<file path="src/sv/ldd_pkg.sv">
// Shared types and constants of the light dip detector.
`default_nettype none

package ldd_pkg;

	localparam int BANK_DEPTH_DEF = 2048;
	localparam int SAMPLE_BITS    = 12;

	localparam logic [11:0] DIP_THRESHOLD_RST    = 12'd124;
	localparam logic [11:0] REARM_HYSTERESIS_RST = 12'd37;
	localparam logic [15:0] AVERAGE_GAIN_RST     = 16'd66;

	localparam logic [1:0] CFG_DIP_THRESHOLD    = 2'd0;
	localparam logic [1:0] CFG_REARM_HYSTERESIS = 2'd1;
	localparam logic [1:0] CFG_AVERAGE_GAIN     = 2'd2;

	typedef enum logic [1:0] {
		REQ_SAMPLE = 2'd0,
		REQ_TICK   = 2'd1,
		REQ_READ   = 2'd2,
		REQ_CLEAR  = 2'd3
	} req_kind_t;

	// Result fields known at accept time; history data follows from the RAM.
	typedef struct packed {
		logic [27:0] average;
		logic        dip_detected;
		logic [15:0] dip_count;
		logic [47:0] total_samples;
		logic [11:0] history_count;
		logic        index_valid;
	} res_early_t;

	typedef struct packed {
		logic [27:0] average;
		logic        dip_detected;
		logic [15:0] dip_count;
		logic [47:0] total_samples;
		logic [11:0] history_count;
		logic [11:0] history_data;
		logic        index_valid;
	} res_t;

endpackage

`default_nettype wire

</file>
<file path="src/sv/ldd_out_stage.sv">
// Read-wait stage and output register with request flow control.
`default_nettype none

module ldd_out_stage (
	input  wire logic                            clk,
	input  wire logic                            arst_n,
	input  wire logic                            accept,
	output logic                                 in_ready,
	input  wire ldd_pkg::res_early_t             res_in,
	input  wire logic [ldd_pkg::SAMPLE_BITS-1:0] rd_data,
	output logic                                 out_valid,
	input  wire logic                            out_ready,
	output ldd_pkg::res_t                        res_out
);

	logic                valid_s1;
	ldd_pkg::res_early_t res_s1;
	logic                out_valid_q;
	ldd_pkg::res_t       res_q;
	logic                adv;

	// RAM data is only reloaded on accept, so it holds while this stage waits.
	assign adv      = valid_s1 && (!out_valid_q || out_ready);
	assign in_ready = !valid_s1 || adv;

	always_ff @(posedge clk or negedge arst_n) begin
		if (!arst_n) begin
			valid_s1    <= 1'b0;
			out_valid_q <= 1'b0;
		end else begin
			if (accept) begin
				valid_s1 <= 1'b1;
			end else if (adv) begin
				valid_s1 <= 1'b0;
			end
			if (adv) begin
				out_valid_q <= 1'b1;
			end else if (out_ready) begin
				out_valid_q <= 1'b0;
			end
		end
	end

	always_ff @(posedge clk) begin
		if (accept) begin
			res_s1 <= res_in;
		end
		if (adv) begin
			res_q.average       <= res_s1.average;
			res_q.dip_detected  <= res_s1.dip_detected;
			res_q.dip_count     <= res_s1.dip_count;
			res_q.total_samples <= res_s1.total_samples;
			res_q.history_count <= res_s1.history_count;
			res_q.history_data  <= res_s1.index_valid ? 12'(rd_data) : 12'd0;
			res_q.index_valid   <= res_s1.index_valid;
		end
	end

	assign out_valid = out_valid_q;
	assign res_out   = res_q;

endmodule

`default_nettype wire

</file>
<file path="config.mk">
export PLATFORM = sky130hd
export DESIGN_NAME = ldd_out_stage
export DESIGN_NICKNAME = d
export VERILOG_FILES = /design/src/sv/ldd_pkg.sv /design/src/sv/ldd_out_stage.sv
export SDC_FILE = /design/constraint.sdc
export NUM_CORES = 1
export LEC_CHECK = 0
export BUFFER_PORTS_ARGS = -buffer_cell sky130_fd_sc_hd__buf_2
export CAP_MARGIN = 20
export CORE_MARGIN = 3
export CORE_UTILIZATION = 49
export DETAILED_ROUTE_END_ITERATION = 7
export PLACE_DENSITY = 0.79
export SYNTH_ARGS = -nofsm -noshare
export SYNTH_HDL_FRONTEND = slang
export SYNTH_SLANG_ARGS = --single-unit
</file>
<file path="constraint.sdc">
create_clock -name clk -period 4.11 [get_ports clk]
set_clock_uncertainty 0.1 [all_clocks]
set_input_delay 0 -clock clk [delete_from_list [all_inputs] [get_ports clk]]
set_output_delay 0 -clock clk [all_outputs]
set_load 0.1 [all_outputs]
</file>
Word level (Yosys, flattened, before mapping)
Index checks and enable logic that the tools add are counted.
W data, S select, Z words.
{ "word_totals": {"register_bits": 226, "input_bits": 122, "out_inout_bits": 120} }
{ "classes": {"mux": 4, "reduce_logical": 7} }
{ "ops": {"columns": ["operator", "count"], "rows": [
  ["$mux W1", 4],
  ["$reduce_bool A2 Y1", 2],
  ["$logic_not A1 Y1", 2],
  ["$logic_or A1 B1 Y1", 2],
  ["$logic_and A1 B1 Y1", 1]
]} }

Depth between registers and ports, before layout
{ "depth": {"depth_word": 5, "mapped_depth": 2} }

Worst setup path after synthesis
OpenSTA, ideal clock, no wires.
{ "synth_timing": {"path_kind": "reg-to-reg", "from": "register out_valid_q, in the netlist out_valid", "to": "register res_q, in the netlist res_out[0] (enable)", "setup_time_ns": 0.491, "arrival_ns": 3.710, "path_slack_ns": -0.192, "path_stages_with_launch": 3, "path_buffers": 0, "synth_period_minus_slack_ns": 4.302, "path_cell_list": "dfrtp_1 > nand2b_1 > and2_1"} }
{ "synth_between": {"elab_chain_cells": 3} }
{ "synth_rtl": {"columns": ["item", "line_no", "rtl"], "rows": [
  ["start, declared", "ldd_out_stage.sv:18", "logic out_valid_q;"],
  ["start signal, assigned", "ldd_out_stage.sv:29", "out_valid_q <= 1'b0;"],
  ["start signal, assigned", "ldd_out_stage.sv:37", "out_valid_q <= 1'b1;"],
  ["start signal, assigned", "ldd_out_stage.sv:39", "out_valid_q <= 1'b0;"],
  ["$logic_not A1 Y1", "ldd_out_stage.sv:23", "assign adv = valid_s1 && (!out_valid_q || out_ready);"],
  ["$logic_or A1 B1 Y1", "ldd_out_stage.sv:23", null],
  ["$logic_and A1 B1 Y1", "ldd_out_stage.sv:23", null],
  ["net adv", "ldd_out_stage.sv:20", "logic adv;"],
  ["end, declared", "ldd_out_stage.sv:19", "ldd_pkg::res_t res_q;"]
]} }
The timed path passes the listed nets, and every way through them passes these cells.
A chain may end at the register's enable or synchronous reset.

Final worst setup path
{ "layout_timing": {"from": "register out_valid_q, in the netlist out_valid", "to": "register res_q, in the netlist res_out[67] (enable)"} }
The elaborated chain is that of the path after synthesis.

==> impl_results.md <==
* Status: finished clean
* DR WL/cell at 18.2 um
* Top delay family on crit path: simple AND/OR/NAND/NOR gates
* Syn Inst Count at 245
* Critical Path RT at 4150 ps
* Final design area excluding fillers at 0.0102 sq mm
* Hold depth at 1
* Hpwl dp at 8590 um
* TritonCTS Buffers at 22
* Yosys top cell area share at 0.976
* Global-route wire length before repair at 23200 um
* Worst Max-Slew Pin Slew at 961 ps
* DRC at 0
* Element type at the critical path start: register
* TritonCTS clock tree: done
* Worst vdd ir at 0.413 mV
* Std-Cell Rows at 42
* RSZ-0062 raised after global routing: no
* Initial Utilization at 0.511
* Die W at 125 um
* Final Max Tran Viols at 0
* R2R setup slack at 2050 ps
* Synth area leaders: edfxtp_1 98%, and2_1 1.2%, dfrtp_1 0.73%
* Clock slew at reported path FFs at 60 ps
* Largest net degree at the start of global routing at 75
* Total negative setup slack at 0 ps
* Synth Cell Area at 0.00690 sq mm
* Cell Area, Placed at 0.00835 sq mm
* WP depth at 3
* Sequential share of the synthesized area at 0.983
* Critical Path Max Stage Delay at 640 ps
* Layout cells sized above 1 at 0.418
* Arrival time worst endpoint at 2100 ps
* Part of the cycle the worst path needs at 0.500
* Core area at 0.0135 sq mm
* R2R cell count at 3
* Iteration-0 DRC count of the detailed router at 181
* Total gr overflow at 0
* Post-synth top area cell: edfxtp_1
* Setup-failing EPs final at 0
* Antenna cells at 0
* Synth warn at 0
* Die area at 0.0155 sq mm
* Min-delay worst type: in -> reg
* Hold Path End: res_s1[7]$_DFFE_PP_
* Max Fclk at 486 MHz
* Crit path cell chain: nand2b_1 > and2_4 > buf_12
* Yosys cell types at 8
* Worst-path maximum fanout at 62
* Layout area overhead at 47.7%
* Crit path time final at 2060 ps
* RR Endpoint: res_out[67]$_DFFE_PP_
* Max cap viols at 0
* Worst Setup End Kind: register
* Placer Congestion at 0.841
* H-tree depth at 1
* Bufs on Longest Clock Path at 3
* Hold path startpoint: accept
* Pleak at 4.02 nW
* Nets@finish at 754
* IO buf count at 241
* Gr usage total at 0.191
* Power per cell area at 549 mW/mm^2
* RR Startpoint: out_valid$_DFFE_PN0P_
* Post-synth net total at 367
* CP bufs+invs at 1
* Endpoints failing hold at 0
* Die Height at 125 um
* Critical path class: reg -> reg
* Antenna Nets Post-Route at 0
* Relative slew slack at 0.360
* Mapped Avg Cell Area at 28.1 sq um
* Initial antenna violation count at 0
* Worst-Skew Late Latency at 480 ps
* DR vias at 3803
* Clk sinks at 226
* Slowest-stage cell, CP: and2_4
* Vias in the first global route at 4340
* Top-level port count at 242
* Clk root buf: clkbuf_16
* #FFs+latches synth at 226
* DRT Pass-1 Iters at 4
* Vias per cell at 4.64
* Final WL at 14900 um
==> per-layer routing <==
layer / GRT usage / vias to the layer above / wire length [um]
met5: 0 / - / 0
met3: 0.0592 / 30 / 1240
met4: 0.0600 / 0 / 396
met1: 0.215 / 1830 / 5310
li1: - / 1752 / -
met2: 0.346 / 191 / 7960
==> state kept, by name, summed over array words and instances (netlist names) <==
register and cells:
valid_s1 1, res_out 118, out_valid 1, res_s1 106
==> final cells by class <==
class	count	area [sq um]
Clock buffer	30	602
Clock inverter	6	25.0
Fill cell	744	3320
Multi-Input combinational cell	18	114
Sequential cell	226	6780
Tap cell	176	220
Timing Repair Buffer	364	2450
==> where the power goes <==
group	switching (mW)	internal [mW]
logic	0.831	0.186
registers	0.0551	2.76
clock network	0.744	1.01
==> synth_stat cells <==
library cell  instances
edfxtp_1            224
and2_1               13
dfrtp_1               2
nand2b_1              2
a21o_1                1
buf_4                 1
nand2_1               1
nor2b_1               1
==> worst reg2reg max path: cells and delay by family, from the launching register on <==
family                 cells  cell delay, ps
buffers and inverters      1             410
and+or+nand+nor            2             760
DFF                        1             400
==> logic make-up (layout without fill, tap and decap cells) <==
group / Yosys count / count (layout) / share of synthesized area
AO/OA/AOI/OAI: 1 / 1 / 0.00109
buffers and inverters: 1 / 400 / 0.00109
flip-flops: 226 / 226 / 0.983
AND/OR/NAND/NOR: 17 / 17 / 0.0151
==> through the flow <==
step	setup WS [ps]	std cells	power, mW	hold WS [ps]	util
4_1_cts	2110	820	5.63	103	0.754
2_1_floorplan	1130	245	3.59	-396	-
5_1_grt	1950	820	5.79	123	0.754
3_3_place_gp	2170	663	3.77	-311	0.618
3_5_place_dp	2100	663	3.79	-308	0.618
6_report	2050	820	5.59	104	0.754
==> placed cells by master (no fill, tap or decap), drive strengths merged <==
master       synthesis  final
a21o                 1      1
and2                13     13
buf                  1    243
clkbuf               0     30
clkinv               0      6
dfrtp                2      2
dlygate4sd3          0    121
edfxtp             224    224
nand2                1      1
nand2b               2      2
nor2b                1      1
==> worst max-delay path by stage <==
stage | startpoint | end | slack [ps]
6_report | out_valid$_DFFE_PN0P_ | res_out[67]$_DFFE_PP_ | 2050
5_1_grt | out_valid$_DFFE_PN0P_ | res_out[67]$_DFFE_PP_ | 1950
4_1_cts | out_valid$_DFFE_PN0P_ | res_out[45]$_DFFE_PP_ | 2110
3_5_place_dp | out_valid$_DFFE_PN0P_ | res_out[45]$_DFFE_PP_ | 2100
3_3_place_gp | out_valid$_DFFE_PN0P_ | res_out[74]$_DFFE_PP_ | 2170
2_1_floorplan | out_valid$_DFFE_PN0P_ | res_out[0]$_DFFE_PP_ | 1130
==> repair_timing <==
action,CTS,global route
endpoints found under the hold margin,122,0
hold buffers,121,0
resized for setup,0,0
setup buffers,0,0
Power figures use the tool's default switching activity.
