<file path="src/sv/ldd_pkg.sv">
// Shared types and constants of the light dip detector.
`default_nettype none

package ldd_pkg;

	localparam int BANK_DEPTH_DEF = 2048;
	localparam int SAMPLE_BITS    = 12;

	localparam logic [11:0] DIP_THRESHOLD_RST    = 12'd124;
	localparam logic [11:0] REARM_HYSTERESIS_RST = 12'd37;
	localparam logic [15:0] AVERAGE_GAIN_RST     = 16'd66;

	localparam logic [1:0] CFG_DIP_THRESHOLD    = 2'd0;
	localparam logic [1:0] CFG_REARM_HYSTERESIS = 2'd1;
	localparam logic [1:0] CFG_AVERAGE_GAIN     = 2'd2;

	typedef enum logic [1:0] {
		REQ_SAMPLE = 2'd0,
		REQ_TICK   = 2'd1,
		REQ_READ   = 2'd2,
		REQ_CLEAR  = 2'd3
	} req_kind_t;

	// Result fields known at accept time; history data follows from the RAM.
	typedef struct packed {
		logic [27:0] average;
		logic        dip_detected;
		logic [15:0] dip_count;
		logic [47:0] total_samples;
		logic [11:0] history_count;
		logic        index_valid;
	} res_early_t;

	typedef struct packed {
		logic [27:0] average;
		logic        dip_detected;
		logic [15:0] dip_count;
		logic [47:0] total_samples;
		logic [11:0] history_count;
		logic [11:0] history_data;
		logic        index_valid;
	} res_t;

endpackage

`default_nettype wire

</file>
<file path="src/sv/ldd_core.sv">
// Detector state, average update, dip detection and store addressing.
`default_nettype none

module ldd_core #(
	parameter int BANK_DEPTH = ldd_pkg::BANK_DEPTH_DEF
) (
	input  wire logic                          clk,
	input  wire logic                          arst_n,
	input  wire logic                          accept,
	input  wire logic [1:0]                    req_type,
	input  wire logic [11:0]                   sample,
	input  wire logic [10:0]                   read_index,
	input  wire logic                          cfg_we,
	input  wire logic [1:0]                    cfg_index,
	input  wire logic [15:0]                   cfg_data,
	output ldd_pkg::res_early_t                res,
	output logic                               mem_we,
	output logic                               mem_wr_bank,
	output logic      [$clog2(BANK_DEPTH)-1:0] mem_wr_addr,
	output logic      [ldd_pkg::SAMPLE_BITS-1:0] mem_wr_data,
	output logic                               mem_re,
	output logic                               mem_rd_bank,
	output logic      [$clog2(BANK_DEPTH)-1:0] mem_rd_addr
);

	localparam int ADDR_W = $clog2(BANK_DEPTH);
	localparam int FILL_W = $clog2(BANK_DEPTH + 1);

	ldd_pkg::req_kind_t kind;

	logic [11:0]       thr_q;
	logic [11:0]       hyst_q;
	logic [15:0]       gain_q;
	logic [27:0]       avg_q;
	logic              first_q;
	logic              armed_q;
	logic [FILL_W-1:0] cur_fill_q;
	logic [FILL_W-1:0] hist_fill_q;
	logic              bank_q;
	logic [15:0]       dips_q;
	logic [47:0]       total_q;

	logic [27:0]        s_fix;
	logic signed [29:0] s_ext;
	logic signed [29:0] a_ext;
	logic signed [29:0] rearm_lim;
	logic signed [29:0] dip_lim;
	logic signed [28:0] diff;
	logic signed [45:0] prod;
	logic signed [29:0] step;
	logic [27:0]        avg_upd;
	logic               det_en;
	logic               rearm_hit;
	logic               dip_hit;
	logic               is_sample;
	logic               bank_room;

	logic [27:0]       avg_d;
	logic              armed_d;
	logic              first_d;
	logic [FILL_W-1:0] cur_fill_d;
	logic [FILL_W-1:0] hist_fill_d;
	logic              bank_d;
	logic [15:0]       dips_pre;
	logic [15:0]       dips_d;
	logic [47:0]       total_d;
	logic              dip_flag;
	logic              idx_ok;

	assign kind  = ldd_pkg::req_kind_t'(req_type);
	assign s_fix = {sample, 16'b0};
	assign s_ext = $signed({2'b00, s_fix});
	assign a_ext = $signed({2'b00, avg_q});

	assign rearm_lim = a_ext - $signed({2'b00, hyst_q, 16'b0});
	assign dip_lim   = a_ext - $signed({2'b00, thr_q, 16'b0});
	assign det_en    = !first_q && (cur_fill_q != '0);
	assign rearm_hit = det_en && !armed_q && (s_ext > rearm_lim);
	assign dip_hit   = det_en && armed_q && (s_ext < dip_lim);

	// avg + g*(s - avg)/2^16, floor; same as the weighted sum truncated
	assign diff    = $signed({1'b0, s_fix}) - $signed({1'b0, avg_q});
	assign prod    = diff * $signed({1'b0, gain_q});
	assign step    = 30'(prod >>> 16);
	assign avg_upd = 28'(a_ext + step);

	assign bank_room = cur_fill_q < FILL_W'(BANK_DEPTH);
	assign idx_ok    = (32'(read_index) < 32'(hist_fill_q))
		&& (32'(read_index) < 32'(BANK_DEPTH));

	always_comb begin
		avg_d       = avg_q;
		armed_d     = armed_q;
		first_d     = first_q;
		cur_fill_d  = cur_fill_q;
		hist_fill_d = hist_fill_q;
		bank_d      = bank_q;
		dips_pre    = dips_q;
		total_d     = total_q;
		dip_flag    = 1'b0;
		is_sample   = 1'b0;
		unique case (kind)
			ldd_pkg::REQ_SAMPLE: begin
				is_sample = 1'b1;
				if (rearm_hit) begin
					armed_d = 1'b1;
				end else if (dip_hit) begin
					armed_d  = 1'b0;
					dip_flag = 1'b1;
					if (dips_q != 16'hFFFF) begin
						dips_pre = dips_q + 16'd1;
					end
				end
				avg_d   = first_q ? s_fix : avg_upd;
				first_d = 1'b0;
				if (bank_room) begin
					cur_fill_d = cur_fill_q + FILL_W'(1);
				end
				total_d = total_q + 48'd1;
			end
			ldd_pkg::REQ_TICK: begin
				hist_fill_d = cur_fill_q;
				bank_d      = !bank_q;
				cur_fill_d  = '0;
			end
			ldd_pkg::REQ_READ: begin
			end
			ldd_pkg::REQ_CLEAR: begin
			end
			default: begin
			end
		endcase
		dips_d = (kind == ldd_pkg::REQ_CLEAR) ? 16'd0 : dips_pre;
	end

	always_ff @(posedge clk or negedge arst_n) begin
		if (!arst_n) begin
			thr_q       <= ldd_pkg::DIP_THRESHOLD_RST;
			hyst_q      <= ldd_pkg::REARM_HYSTERESIS_RST;
			gain_q      <= ldd_pkg::AVERAGE_GAIN_RST;
			avg_q       <= '0;
			first_q     <= 1'b1;
			armed_q     <= 1'b1;
			cur_fill_q  <= '0;
			hist_fill_q <= '0;
			bank_q      <= 1'b0;
			dips_q      <= '0;
			total_q     <= '0;
		end else begin
			if (cfg_we) begin
				unique case (cfg_index)
					ldd_pkg::CFG_DIP_THRESHOLD:    thr_q  <= cfg_data[11:0];
					ldd_pkg::CFG_REARM_HYSTERESIS: hyst_q <= cfg_data[11:0];
					ldd_pkg::CFG_AVERAGE_GAIN:     gain_q <= cfg_data;
					default: begin
					end
				endcase
			end
			if (accept) begin
				avg_q       <= avg_d;
				first_q     <= first_d;
				armed_q     <= armed_d;
				cur_fill_q  <= cur_fill_d;
				hist_fill_q <= hist_fill_d;
				bank_q      <= bank_d;
				dips_q      <= dips_d;
				total_q     <= total_d;
			end
		end
	end

	// Writes go to the live bank, reads to the other one: never the same entry.
	assign mem_we      = accept && is_sample && bank_room;
	assign mem_wr_bank = bank_q;
	assign mem_wr_addr = cur_fill_q[ADDR_W-1:0];
	assign mem_wr_data = sample;
	assign mem_re      = accept && (kind == ldd_pkg::REQ_READ);
	assign mem_rd_bank = !bank_q;
	assign mem_rd_addr = ADDR_W'(read_index);

	assign res.average       = avg_d;
	assign res.dip_detected  = dip_flag;
	assign res.dip_count     = dips_pre;
	assign res.total_samples = total_d;
	assign res.history_count = 12'(hist_fill_d);
	assign res.index_valid   = (kind == ldd_pkg::REQ_READ) && idx_ok;

endmodule

`default_nettype wire

</file>
<file path="config.mk">
export PLATFORM = sky130hd
export DESIGN_NAME = ldd_core
export DESIGN_NICKNAME = d
export VERILOG_FILES = /design/src/sv/ldd_pkg.sv /design/src/sv/ldd_core.sv
export SDC_FILE = /design/constraint.sdc
export NUM_CORES = 2
export LEC_CHECK = 0
export BUFFER_PORTS_ARGS = -buffer_cell sky130_fd_sc_hd__buf_2
export CAP_MARGIN = 25
export CELL_PAD_IN_SITES_DETAIL_PLACEMENT = 0
export CELL_PAD_IN_SITES_GLOBAL_PLACEMENT = 1
export CORE_ASPECT_RATIO = 0.6
export CORE_UTILIZATION = 35
export DETAILED_ROUTE_END_ITERATION = 8
export GPL_ROUTABILITY_DRIVEN = 0
export HOLD_SLACK_MARGIN = 0.03
export MAX_ROUTING_LAYER = met4
export PLACE_DENSITY_LB_ADDON = 0.1
export SLEW_MARGIN = 15
export SYNTH_ARGS = -nofsm -noshare
export SYNTH_HDL_FRONTEND = slang
export SYNTH_SLANG_ARGS = --single-unit
</file>
<file path="constraint.sdc">
create_clock -name clk -period 10.3 [get_ports clk]
set_input_delay 0.515 -clock clk [delete_from_list [all_inputs] [get_ports clk]]
set_output_delay 0.515 -clock clk [all_outputs]
set_load 0.03 [all_outputs]
</file>
* After elaboration in Yosys (flattened, before gate mapping)
Cells that the tools add are included.
** Storage, ports and cells
- Flip-flop bits (word level) :: 159
- Output and inout port bits :: 144
- Word-level logic and storage cells :: 71
** Operators by class
- Mux-type cells :: 17
- $mul :: 1
- Equal/unequal tests :: 7
- Order comparisons :: 4
- $add $sub $neg :: 7
- Reduce and logical (&&, ||, !) cells :: 24
** Operator list (count)
- subtractor 28 x 28 -> 29 bit :: 3
- 2-to-1 mux 16 bit :: 5
- 2-to-1 mux 28 bit :: 2
- adder 48 x 1 -> 48 bit (second input constant) :: 1
- 2-to-1 mux 48 bit :: 1
- multiplier 29 x 17 -> 44 bit :: 1
- greater-than comparator 29 bit :: 1
- < comparator 29 bit :: 1
- adder 28 bit :: 1
- 2-to-1 mux 12 bit :: 2
- case mux 12 bit (2 select lines) :: 1
- adder 16 x 1 -> 16 bit (second input constant) :: 1
- != test 16 bit (second input constant) :: 1
- adder 12 x 1 -> 12 bit (second input constant) :: 1
- < comparator 11 x 12 -> 1 bit :: 1
- < comparator 12 bit (second input constant) :: 1
- nonzero test 12 bit :: 1
- AND reduction 2 bit :: 5
- logical AND 1 bit :: 9
- equality test 2 bit (second input constant) :: 3
- 2-to-1 mux 1 bit :: 6
- AND reduction 3 bit :: 2
- equality test 2 x 1 -> 1 bit (second input constant) :: 2
- logical NOT 2 bit :: 2
- other kinds (3) :: 6

* Depth between registers and ports, before layout
- Depth after elaboration :: 8
- Mapped depth :: 45

* Worst setup path before layout
Ideal clock, no wire load.
- Path type :: register to output
- From :: reg avg_q[7]
- To :: out res[105] in the netlist's numbering
- Buffers on the path :: 2
- Slack :: -0.148 ns
- Cell stages (with the launch flop) :: 44
- Data arrival time :: 9.933 ns
- Cells stage by stage :: dfrtp_1 buf_2 or4_4 nor3_4 a41oi_4 o21bai_2 a21oi_2 o21bai_2 a21oi_1 xnor2_1 clkbuf_1 nand2_1 fa_1 fa_1 fa_1 inv_1 fa_1 fa_1 [... 8 more ...] a21boi_0 o21ai_0 a21boi_0 o21a_1 nor2_1 xnor2_1 ha_1 nand2_1 o21ai_0 a31oi_1 o21ai_0 a21oi_1 o21ai_0 o41ai_1 xnor2_1 xnor2_1 nand2b_1 a31oi_1
** RTL lines
- start, declared :: RTL line ldd_core.sv:34 : logic [27:0] avg_q;
- start signal, assigned :: RTL line ldd_core.sv:160 : avg_q <= avg_d;
- end, declared :: RTL line ldd_core.sv:16 : output ldd_pkg::res_early_t res,

==> results.json <==
{
  "path_clk_slew_ns": 0.08,
  "grt_usage": 0.236,
  "yosys-top-cells-area": "fa_1, dfrtp_1, ha_1, inv_1, nand2_1",
  "final_common_cell": "inv_1",
  "viasPerCell": 4.82,
  "fin_ws_ns": -0.341,
  "hold_depth": 2,
  "hold_ws_ns": 0.273,
  "drive_gt1_frac": 0.271,
  "synthDistinctLibCells": 80,
  "dieWidth_um": 365,
  "die_y_um": 220,
  "cts-root-buf": "clkbuf_16",
  "path_class": "flop to output pin",
  "cts_buffers": 17,
  "areaGrowthSynthToFinish_pct": 26.3,
  "vias": 22600,
  "synth_cells": 3115,
  "tightest_slew_ns": 1.09,
  "firstDrtPassIters": 5,
  "finalWirelength_mm": 89.9,
  "slew_headroom": 0.273,
  "cap_viol_max_count": 0,
  "start_util": 0.355,
  "die-area_mm2": 0.0801,
  "hold_violations": 0,
  "slew_viol_final": 0,
  "hold_path.class": "input pin to flop",
  "max_freq_mhz": 94.0,
  "clock_latency_ns": 0.48,
  "worst_setup_path_end_kind": "output pin",
  "remaining_drc_errors": 0,
  "gr-total-overflow": 0,
  "ys_warn_count": 0,
  "syn_avg_cell_area_um2": 8.87,
  "netlist_area_mm2": 0.0276,
  "syn_nets": 3807,
  "synth_top_area_share": 0.316,
  "dr.first_iter.drc_count": 1348,
  "num_antenna_cells": 0,
  "finalCritPeriodShare": 1.03,
  "rsz0062_at_grt": "yes",
  "fin_crit_ns": 10.64,
  "detail-route-antenna-nets": 0,
  "grt_max_degree": 66,
  "cts_sinks": 159,
  "cts_tree": "built",
  "setup_viol": 14,
  "htreeDepth": 4,
  "grt_pass1_wl_mm": 139,
  "synth_top_cell_by_area": "fa_1",
  "portBuffers": 190,
  "place_hpwl_mm": 73.0,
  "synthArstFlopShare": 1.00,
  "synthFlopType": "dfrtp_1",
  "path_max_fanout": 2,
  "critPathSlowestCell": "or4_4",
  "final_cell_mix": "inv_1, nand2_1, fa_1",
  "violations": "setup timing",
  "ys_seq_area_frac": 0.145,
  "cpMostUsedCell": "fa_1",
  "antenna_found_initial": 3,
  "r2r_cells": 47,
  "worstPathRequired_ns": 9.79,
  "synth_seq_cells": 159,
  "worstSetupStartpointType": "flop",
  "finClkSkew_ns": 0.0188,
  "cp_data_arrival_time_ns": 10.13,
  "outcome": "finished with violations",
  "ios": 191,
  "cts_buffer_depth": 2,
  "cp_slowest_stage_delay_ns": 0.58,
  "fin_nets": 4308,
  "synth-edff-count": 0,
  "num_rows": 79,
  "core_area_mm2": 0.0778,
  "grt_pass1_vias": 23300,
  "wl_per_cell_um": 19.2
}
metrics by stage:
step                cell area, um2   util  setup TNS (ns)  setup WS [ns]  cells
global placement             32100  0.413          -10.33          -1.04   4565
CTS                          34200  0.440           -4.23         -0.570   4657
finish                       34900  0.448           -2.73         -0.341   4681
floorplan                    27600      -               0         0.0306   3115
global route                 34900  0.448           -8.05         -0.725   4681
detailed placement           32100  0.413           -9.67         -0.938   4566
layer usage:
layer,vias to the layer above,routed length (um),global-route usage
met5,-,0,-
met4,0,985,0.0352
met3,56,4320,0.0328
met2,467,37100,0.329
met1,11400,47500,0.365
li1,10600,-,-
final cells by class:
cell class,count,area (um2)
Tap cell,1053,1320
Clock buffer,19,443
Sequential cell,159,3990
Inverter,601,2260
Timing Repair Buffer,640,4740
Fill cell,7700,42900
Multi-Input combinational cell,2197,22000
Clock inverter,12,128
critical path, delay by kind of cell (launching register included):
kind | cells | cell delay, ns
compound gates | 14 | 2.30
fa+ha+maj | 8 | 3.51
simple gates | 9 | 1.73
xor+xnor | 4 | 0.72
flops | 1 | 0.39
buf+inv | 8 | 0.96
cell usage after synthesis (3+ instances only):
| cell type | n |
|---|---|
| nand3_1 | 43 |
| or3_1 | 10 |
| nand4_1 | 20 |
| buf_4 | 36 |
| dfstp_2 | 12 |
| and2_1 | 194 |
| a22o_1 | 10 |
| fa_1 | 436 |
| o21a_1 | 11 |
| a21o_1 | 35 |
| nor2_1 | 96 |
| o21bai_1 | 9 |
| a221oi_1 | 3 |
| and3_1 | 36 |
| buf_1 | 5 |
| clkbuf_1 | 107 |
| mux2i_1 | 4 |
| nand2b_1 | 16 |
| ha_1 | 209 |
| a21oi_1 | 79 |
| nor2b_1 | 12 |
| nor3b_1 | 5 |
| and4_1 | 6 |
| a211oi_1 | 14 |
| nor3_1 | 20 |
| buf_2 | 8 |
| a41o_1 | 4 |
| nor4_1 | 9 |
| xor2_1 | 71 |
| nand3b_1 | 3 |
| o211ai_1 | 3 |
| xnor2_1 | 143 |
| mux2_2 | 56 |
| nand2_1 | 441 |
| inv_1 | 601 |
| dfrtp_1 | 147 |
| o31ai_1 | 9 |
| a21boi_0 | 8 |
| a31oi_1 | 21 |
| or2_2 | 5 |
| a211o_1 | 6 |
| o41ai_1 | 5 |
| o21ai_0 | 97 |
final timing paths:
| path | start | end | slack (ns) |
|---|---|---|---|
| setup / recovery | avg_q[7] | res[105] | -0.34 |
| hold / removal | cfg_data[12] | gain_q[12] | 0.27 |
| setup reg to reg | avg_q[3] | avg_q[16] | 0.37 |
| hold reg to reg | total_q[47] | total_q[47] | 0.50 |
| max in group asynchronous | arst_n | dips_q[11] | 7.77 |
| min in group asynchronous | arst_n | total_q[31] | 0.55 |
registers in the layout (all words and copies together) (netlist names):
| register | count |
|---|---|
| gain_q | 16 |
| avg_q | 28 |
| mem_wr_bank | 1 |
| first_q | 1 |
| armed_q | 1 |
| dips_q | 16 |
| thr_q | 12 |
| total_q | 48 |
| hist_fill_q | 12 |
| hyst_q | 12 |
| cur_fill_q | 12 |
kinds of logic (layout without fill, tap and decap cells):
logic type / count (synthesis) / after routing / share of synthesized area
AND/OR/NAND/NOR: 931 / 931 / 0.162
buffers and inverters: 759 / 1272 / 0.109
adder cells (fa/ha/maj): 645 / 645 / 0.411
AO/OA/AOI/OAI: 346 / 346 / 0.0811
XOR/XNOR: 215 / 215 / 0.0684
flip-flops: 159 / 159 / 0.145
multiplexers: 60 / 60 / 0.0243
repair_timing:
| item | in CTS | in global routing |
|---|---|---|
| endpoints found under the setup margin | 27 | 22 |
| hold endpoints to repair | 50 | 0 |
| resized for setup | 248 | 101 |
| hold buffers | 1 | 0 |
| pin swaps | 194 | 169 |
| buffers inserted | 64 | 33 |
Power is left out: the tool's default activity adds up to more than one toggle a clock period on the data nets, which glitch-free logic cannot reach.
